## config.mk

```make
export PLATFORM = sky130hd
export DESIGN_NAME = eut_mul
export DESIGN_NICKNAME = d
export VERILOG_FILES = /design/src/eut_mul.sv
export SDC_FILE = /design/constraint.sdc
export NUM_CORES = 2
export LEC_CHECK = 0
export ABC_AREA = 1
export BUFFER_PORTS_ARGS = -buffer_cell sky130_fd_sc_hd__buf_4
export CORE_MARGIN = 5
export CORE_UTILIZATION = 30
export CTS_CLUSTER_SIZE = 40
export DETAILED_ROUTE_END_ITERATION = 12
export MAX_ROUTING_LAYER = met4
export PLACE_DENSITY = 0.43
export SYNTH_ARGS = -nofsm -noshare
export SYNTH_HDL_FRONTEND = slang
export SYNTH_SLANG_ARGS = --single-unit
```

## constraint.sdc

```tcl
create_clock -name clk_i -period 9.8 [get_ports clk_i]
set_clock_uncertainty 0.05 [all_clocks]
set_input_delay 1.47 -clock clk_i [delete_from_list [all_inputs] [get_ports clk_i]]
set_output_delay 1.47 -clock clk_i [all_outputs]
set_load 0.02 [all_outputs]
```

## src/eut_mul.sv

```systemverilog
// shared signed 33 x 33 multiplier with registered product
`timescale 1ns / 1ps
`default_nettype none
module eut_mul (
  input  wire                clk_i,
  input  wire  signed [32:0] a_i,
  input  wire  signed [32:0] b_i,
  output logic signed [65:0] p_o
);

  logic signed [65:0] p_q;

  always_ff @(posedge clk_i) begin
    p_q <= a_i * b_i;
  end

  assign p_o = p_q;

endmodule
`default_nettype wire

```

==> impl_metrics.json <==
{
  "drt_pass1_iterations": 9,
  "synthTopCellsByCount": "1894 x inv_1, 1517 x nand2_1, 1145 x fa_1",
  "cts_hold_buf": 0,
  "finalNetCount": 6868,
  "max_freq_mhz": 116,
  "period_share": 0.876,
  "grtUsageTotal": 0.190,
  "hpwl_um": 114000,
  "synth_top_flop_cell": "dfxtp_1",
  "crit_family": "adder cells",
  "synth_area_leaders": "fa_1 53%, inv_1 16%, nand2_1 13%",
  "worstHoldPathType": "primary input to flop",
  "vias": 31732,
  "crit_chain": "buf_4 -> nand2_1 -> inv_1 -> fa_1 -> fa_1 -> inv_1 -> fa_1 -> inv_1 -> fa_1 -> fa_1 -> fa_1 -> fa_1 -> inv_1 -> fa_1 -> inv_1 -> ha_1 -> nand2_1 -> nor2_1 -> nand2_1 -> nor4_1 -> nand2_1 -> nand3_1 -> nand2_1",
  "dieArea_mm2": 0.152,
  "die_h_um": 389,
  "fp.coreArea_mm2": 0.143,
  "grt_max_degree": 34,
  "synthArstFlopShare": 0,
  "synth_compound_area_frac": 0.0138,
  "start_util": 0.301,
  "synth_seq_cells": 66,
  "wl_per_cell_um": 18.3,
  "synth_top_area_frac": 0.531,
  "avgSynthCellArea_um2": 7.79,
  "cts-root-buf": "clkbuf_16",
  "cts_sinks": 66,
  "cts_setup_buffers": 0,
  "worstHoldStart": "a_i[0]",
  "synthSimpleGateAreaFrac": 0.166,
  "grt_pass1_vias": 36515,
  "critPathMaxStageDelay_ns": 1.18,
  "met3_length_um": 4220,
  "io_pins": 133,
  "max_cap_viol_count": 0,
  "drive_above_1_share": 0.0412,
  "final-setup-viol-count": 0,
  "area_delta_synth_final_pct": 6.54,
  "synth_fp_nets": 6972,
  "startpoint": "a_i[32]",
  "synth_xor_area_frac": 0.00832,
  "end_kind": "flop",
  "fp-row-count": 139,
  "cts.path.max_buffers": 2,
  "yosys.area.top_type": "fa_1",
  "rsz0062_at_grt": "no",
  "muxShareOfSynthArea": 0,
  "route.met2.wl_um": 70100,
  "status": "finished clean",
  "largest_reg_flops": 66,
  "period_minus_slack_ns": 8.58,
  "worst-setup-path-type": "primary input to flop",
  "grt_antenna_before_repair": 8,
  "drt_iter0_drc": 1670,
  "cts_max_level": 3,
  "required_ns": 9.98,
  "synth_most_common_cell": "inv_1",
  "worst_setup_path_start_kind": "primary input",
  "top_layer_used": "met4",
  "vias_per_cell": 4.31,
  "gp_congestion": 0.898,
  "hold_viol": 0,
  "wl_um": 134000,
  "cp_slowest_cell": "fa_1",
  "ys_warn_count": 0,
  "grt_pass1_wl_um": 216000,
  "gr-total-overflow": 0,
  "worstMarginPinSlew_ns": 1.01,
  "path_max_fanout": 33,
  "met1_length_um": 58200,
  "ys_seq_area_frac": 0.0306,
  "max_slew_margin": 0.326,
  "synth_cells": 5543,
  "antenna_left": 0,
  "portBuffers": 132,
  "worstPathArrival_ns": 8.77,
  "maxSlewViolCount": 0,
  "die_w_um": 389,
  "synth_top_family_by_area": "adder cells",
  "cts_buffers": 9,
  "crit_buf_inv": 6,
  "drc": 0,
  "synth.distinct_cells": 35,
  "synth_fa_ha_area_frac": 0.594,
  "synth_area_mm2": 0.0432,
  "tns_ns": 0,
  "synth_edf_count": 0,
  "cts_tree": "done",
  "cts.clk_slew.worst_paths_ns": 0.06,
  "cts_resized": 0,
  "path_common_cell": "fa_1"
}
## kinds of logic (layout without fill, tap and decap cells)
logic type,after synthesis,count (layout)
AOI/OAI and AO/OA,106,106
buffers and inverters,2158,2058
other,0,9
DFF,66,66
and+or+nand+nor,1810,1810
adders and majority gates,1362,1362
xor gates and xnor gates,41,41
## per-layer routing
| layer | global-route usage | vias up |
|---|---|---|
| met5 | - | - |
| met4 | 0.0236 | 0 |
| met3 | 0.0147 | 96 |
| met2 | 0.348 | 467 |
| met1 | 0.236 | 16389 |
| li1 | - | 14780 |
## worst paths after layout
check             slack, ns  cells past startpoint  endpoint
hold / removal         1.65                      3    p_o[0]
setup / recovery       1.22                     23   p_o[63]
## through the flow
step                setup slack, ns  instances  hold slack [ns]  instance area [µm²]   util
finish                         1.22       7355             1.65                46000  0.321
global route                  0.630       7354             1.65                46000  0.321
CTS                            1.17       7346             1.66                46000  0.321
detailed placement            0.806       7331             1.84                45700  0.319
global placement              0.846       7331             1.84                45700  0.319
floorplan                      1.52       5543             1.68                43200      -
## cell usage in the layout, fill, tap and decap left out, types with 20 or more instances in the layout
cell     netlist  layout
buf_4          0     148
nor2_2        20      20
a21oi_1       61      61
nand2_1     1517    1517
inv_1       1894    1893
fa_1        1145    1145
nand3_1       70      70
dfxtp_1       66      66
nor2_1       131     131
xor2_1        37      37
ha_1         217     217
## layout make-up
class,count,area [µm²]
well taps,1903,2380
fillers,15624,97300
inverters,1895,7110
clock buffers,10,239
diodes,9,22.5
repair buffers,148,1110
flip-flops and latches,66,1320
clock inverters,5,55.1
multi-input cells,3319,33800
Power is left out: the tool's default activity adds up to more than one toggle a clock period on the data nets, which glitch-free logic cannot reach.
