$ cat src/eut_pkg.sv
// shared constants, types and helpers for the encoder unwrap velocity tracker
`timescale 1ns / 1ps
`default_nettype none
package eut_pkg;

  localparam int RawBits  = 15;
  localparam int DiffW    = 18;
  localparam int MagW     = 49;
  localparam int ProdW    = 80;
  localparam int DivW     = 28;
  localparam int CfgIdxW  = 2;
  localparam int CfgDataW = 17;

  // register indexes
  localparam logic [CfgIdxW-1:0] RegCpr  = 2'd0;
  localparam logic [CfgIdxW-1:0] RegInv  = 2'd1;
  localparam logic [CfgIdxW-1:0] RegGain = 2'd2;
  localparam logic [CfgIdxW-1:0] RegUnit = 2'd3;

  // unit codes
  localparam logic [1:0] UnitDeg = 2'd0;
  localparam logic [1:0] UnitRad = 2'd1;
  localparam logic [1:0] UnitRot = 2'd2;

  localparam logic [31:0] MulDeg   = 32'd23592960;
  localparam logic [31:0] MulRad   = 32'd1686629713;
  localparam logic [31:0] MulRot   = 32'd65536;
  localparam logic [31:0] UsPerSec = 32'd1000000;
  localparam logic [16:0] QOne     = 17'd65536;

  localparam logic [MagW-1:0] MagCap = 49'h1_0000_0000_0000;
  localparam logic [MagW-1:0] Mag47  = 49'h0_8000_0000_0000;

  typedef struct packed {
    logic             start;
    logic [ProdW-1:0] dividend;
    logic [DivW-1:0]  divisor;
  } div_req_t;

  typedef struct packed {
    logic            done;
    logic [MagW-1:0] mag;
  } div_rsp_t;

  // apply sign and saturate a magnitude to 48 bits
  function automatic logic [47:0] sign_sat(input logic [MagW-1:0] mag, input logic neg);
    logic [47:0] r;
    if (neg) begin
      r = (mag >= Mag47) ? 48'h8000_0000_0000 : (~mag[47:0] + 48'd1);
    end else begin
      r = (mag[48:47] != 2'b00) ? 48'h7FFF_FFFF_FFFF : mag[47:0];
    end
    return r;
  endfunction

endpackage
`default_nettype wire

$ cat src/eut_div.sv
// radix-2 restoring divider with saturation and round half up
`timescale 1ns / 1ps
`default_nettype none
module eut_div (
  input  wire                 clk_i,
  input  wire                 rst_ni,
  input  wire eut_pkg::div_req_t req_i,
  output eut_pkg::div_rsp_t   rsp_o
);

  logic                       busy_q;
  logic                       done_q;
  logic [5:0]                 cnt_q;
  logic [eut_pkg::DivW-1:0]   rem_q;
  logic [eut_pkg::DivW-1:0]   d_q;
  logic [eut_pkg::MagW-1:0]   low_q;
  logic [eut_pkg::MagW-1:0]   quo_q;
  logic                       ovf_q;

  logic [eut_pkg::DivW:0]     trial;
  logic [eut_pkg::DivW:0]     trial_sub;
  logic                       ge;
  logic                       rnd;

  assign trial     = {rem_q, low_q[eut_pkg::MagW-1]};
  assign ge        = trial >= {1'b0, d_q};
  assign trial_sub = trial - {1'b0, d_q};
  assign rnd       = {rem_q, 1'b0} >= {1'b0, d_q};

  always_ff @(posedge clk_i or negedge rst_ni) begin
    if (!rst_ni) begin
      busy_q <= 1'b0;
      done_q <= 1'b0;
      cnt_q  <= '0;
      rem_q  <= '0;
      d_q    <= '0;
      low_q  <= '0;
      quo_q  <= '0;
      ovf_q  <= 1'b0;
    end else begin
      done_q <= 1'b0;
      if (req_i.start) begin
        // quotient at or above 2^49 cannot fit the step count
        ovf_q  <= req_i.dividend[eut_pkg::ProdW-1:eut_pkg::MagW] >= {3'b000, req_i.divisor};
        rem_q  <= req_i.dividend[eut_pkg::MagW+eut_pkg::DivW-1:eut_pkg::MagW];
        low_q  <= req_i.dividend[eut_pkg::MagW-1:0];
        quo_q  <= '0;
        d_q    <= req_i.divisor;
        cnt_q  <= 6'(eut_pkg::MagW);
        busy_q <= 1'b1;
      end else if (busy_q) begin
        rem_q <= ge ? trial_sub[eut_pkg::DivW-1:0] : trial[eut_pkg::DivW-1:0];
        low_q <= {low_q[eut_pkg::MagW-2:0], 1'b0};
        quo_q <= {quo_q[eut_pkg::MagW-2:0], ge};
        cnt_q <= cnt_q - 6'd1;
        if (cnt_q == 6'd1) begin
          busy_q <= 1'b0;
          done_q <= 1'b1;
        end
      end
    end
  end

  assign rsp_o.done = done_q;
  assign rsp_o.mag  = (ovf_q || quo_q[eut_pkg::MagW-1]) ? eut_pkg::MagCap
                    : quo_q + {{(eut_pkg::MagW-1){1'b0}}, rnd};

endmodule
`default_nettype wire

$ cat config.mk
export PLATFORM = sky130hd
export DESIGN_NAME = eut_div
export DESIGN_NICKNAME = d
export VERILOG_FILES = /design/src/eut_pkg.sv /design/src/eut_div.sv
export SDC_FILE = /design/constraint.sdc
export NUM_CORES = 1
export LEC_CHECK = 0
export BUFFER_PORTS_ARGS = -buffer_cell sky130_fd_sc_hd__buf_2
export CORE_UTILIZATION = 63
export CTS_CLUSTER_DIAMETER = 150
export DETAILED_ROUTE_END_ITERATION = 8
export PLACE_DENSITY = 0.89
export SLEW_MARGIN = 20
export SYNTH_ARGS = -nofsm -noshare
export SYNTH_HDL_FRONTEND = slang
export SYNTH_SLANG_ARGS = --single-unit
$ cat constraint.sdc
create_clock -name clk_i -period 9.5 [get_ports clk_i]
set_input_delay 0.475 -clock clk_i [delete_from_list [all_inputs] [get_ports clk_i]]
set_output_delay 0.475 -clock clk_i [all_outputs]
set_load 0.01 [all_outputs]
==> qor.yml <==
clocking:
  hold_buffers: 0
  clk_latency_ns: 0.43
  clk_pin_slew_ns: 0.07
  post_cts_buffers: 0
  numClockSinks: 163
  cts-root-buf: "clkbuf_16"
  cts-htree-levels: 4
  tritoncts: "built"
  numCtsBuffers: 17
  ctsResizeCount: 0
  clockBufferDepth: 2
critical_path:
  critPathRequiredTime_ns: 9.03
  crit_arrival_ns: 4.53
  r2r_start: "rem_q[19]$_DFFE_PN0P_"
  r2r_cells: 10
  r2r_end: "rem_q[7]$_DFFE_PN0P_"
  worst-path-max-fanout: 6
  startpoint_type: "register"
  critPathKind: "register to output port"
  crit_path_end_kind: "output port"
  r2r_setup_slack_ns: 6.26
logic_synthesis:
  synth_area_leader_cell: "dfrtp_1"
  yosysSeqAreaShare_pct: 38.6
  syn_area_um2: 10600
  synth.avg_cell_area_um2: 8.72
  netlist.area_leader.share_pct: 38.6
  synth_seq_cells: 163
  synth.distinct_cells: 62
  syn_inst: 1213
  synth_enable_flop_cells: 0
  synth_area_leaders: "dfrtp_1 (39%), mux2i_1 (9.8%), ha_1 (7.1%)"
  synth_flop_cell: "dfrtp_1"
  synth_async_sr_flop_share_pct: 100
  synthesis.nets: 1385
  yosysWarnings: 0
sta:
  fin_crit_sh_pct: 52.7
  tightest_slew_ns: 0.942
  fin_setup_tns_ns: 0
  fmax_mhz: 200
  slew_headroom_pct: 37.2
  final_hold_viol_count: 0
  setup_violations: 0
  period_needed_ns: 5.01
  skew_ns: 0.00995
  rsz0062_at_grt: "false"
  slew_viol_final: 0
die:
  io_pins: 161
  initial_core_util_pct: 65.6
  die_h_um: 132
  core-area_um2: 16100
  die_w_um: 132
  die_area_um2: 17300
  num_rows: 46
final_layout:
  fin_util_pct: 74.4
  fillers: 1141
  final_cells: 1559
  final_cell_mix: "dfrtp_1 (162), buf_2 (158), nand2_1 (127)"
  layout_commonest_cell: "dfrtp_1"
  syn2layout_area_growth_pct: 13.4
  drive_gt1_share_pct: 15.8
  seqCellArea_um2: 4080
  fin_nets: 1501
  multi_input_area_um2: 5960
power:
  ir_drop_uv: 177
  p_per_area_nw_per_um2: 216
  p_leak_uw: 0.00625
  total_power_uw: 2600
placement:
  routabilityCongestion: 0.907
  dp.cells: 1526
  place_hpwl_um: 17000
  numPortBuffers: 160
run:
  maxCapViolations: 0
global_route:
  antenna_found_initial: 1
  grt_pass1_vias: 8835
  grt_pass1_wl_um: 41500
  grt.total_usage_pct: 29.2
  grt-ovfl-total: 0
  grt_max_degree: 138
hold_path:
  hp-class: "input pin to asynchronous set/reset pin"
route:
  wl_met3_um: 1560
  highest_layer: "met4"
  drt_wl_total_um: 24500
  drt_iter0_markers: 833
  vias_per_cell: 5.83
  ant_nets: 0
  wl_met1_um: 11000
  drc: 0
  route.met2.wl_um: 11500
  firstDrtPassIters: 7
  wl_per_cell_um: 15.7
  dr_total_vias: 9088
status:
  status: "completed"
report_power, final:
group	internal, uW	leakage [uW]	switching, uW
logic	460	0.00392	619
registers	790	0.00206	67.7
clock network	365	0.000274	294
cell families (layout without fill, tap and decap cells):
logic type	after synthesis	after routing	share of synthesized area [%]
XOR/XNOR	69	69	5.72
other	0	1	0
flip-flops	163	163	38.6
adder cells (fa/ha/maj)	61	61	7.29
AND/OR/NAND/NOR	401	401	18.1
multiplexers	104	104	9.86
buffers and inverters	139	268	5.07
AO/OA/AOI/OAI	276	276	15.4
metal layers:
layer  vias up  GRT usage (%)
met5         -              0
met2       318           46.6
met4         0           9.63
met3        46           7.52
met1      4285           38.6
li1       4439              -
flip-flops by register name (all words and copies together), names as in the netlist:
| signal | count |
|---|---|
| quo_q | 49 |
| busy_q | 1 |
| rem_q | 28 |
| low_q | 49 |
| done_q | 1 |
| ovf_q | 1 |
| cnt_q | 6 |
| d_q | 28 |
cell usage after synthesis, types with 21 or more instances:
| cell type | count |
|---|---|
| nor2b_1 | 21 |
| xor2_1 | 37 |
| xnor2_1 | 32 |
| mux2i_1 | 103 |
| nand3_1 | 25 |
| ha_1 | 60 |
| clkbuf_1 | 54 |
| a21oi_1 | 65 |
| inv_1 | 70 |
| nor2_1 | 123 |
| dfrtp_1 | 163 |
| o21ai_0 | 119 |
| nand2_1 | 127 |
critical path: stages (launching register included):
cell,delay [ns]
dfrtp_1,0.40
ha_1,0.39
nand3_1,0.11
nor3_1,0.44
a21oi_1,0.13
o21ai_0,0.30
ha_1,0.25
ha_1,0.25
inv_1,0.11
nor4_2,0.42
nor2b_2,0.31
and2_1,0.27
and3_1,0.25
nand2_1,0.08
xor2_1,0.15
nor2_1,0.08
buf_2,0.15
area by class of cell:
class / instances / area share, %
inverters: 70 / 2.19
clock inverters: 13 / 1.04
clock buffers: 19 / 3.61
multi-input cells: 911 / 49.7
diodes: 1 / 0.0209
repair buffers: 166 / 7.16
flip-flops and latches: 163 / 34.0
well taps: 216 / 2.25
how the worst max path moves through the flow:
stage / to / cells past startpoint / start
global route: rsp_o[42] / 16 / rem_q[9]$_DFFE_PN0P_
global placement: rsp_o[42] / 16 / rem_q[9]$_DFFE_PN0P_
detailed placement: rsp_o[42] / 16 / rem_q[9]$_DFFE_PN0P_
CTS: rsp_o[42] / 16 / rem_q[9]$_DFFE_PN0P_
finish: rsp_o[42] / 16 / rem_q[11]$_DFFE_PN0P_
floorplan: rsp_o[42] / 17 / rem_q[17]$_DFFE_PN0P_
stage by stage:
step | instance area [um^2] | worst slack [ns] | hold slack [ns]
final | 12000 | 4.49 | 0.109
after global routing | 12000 | 4.18 | 0.175
after CTS | 12000 | 4.49 | 0.136
after detailed placement | 11400 | 5.00 | 0.509
after global placement | 11400 | 5.14 | 0.503
after floorplan | 10600 | 5.61 | 0.179
Note: power is estimated with default switching activity, not from simulation.
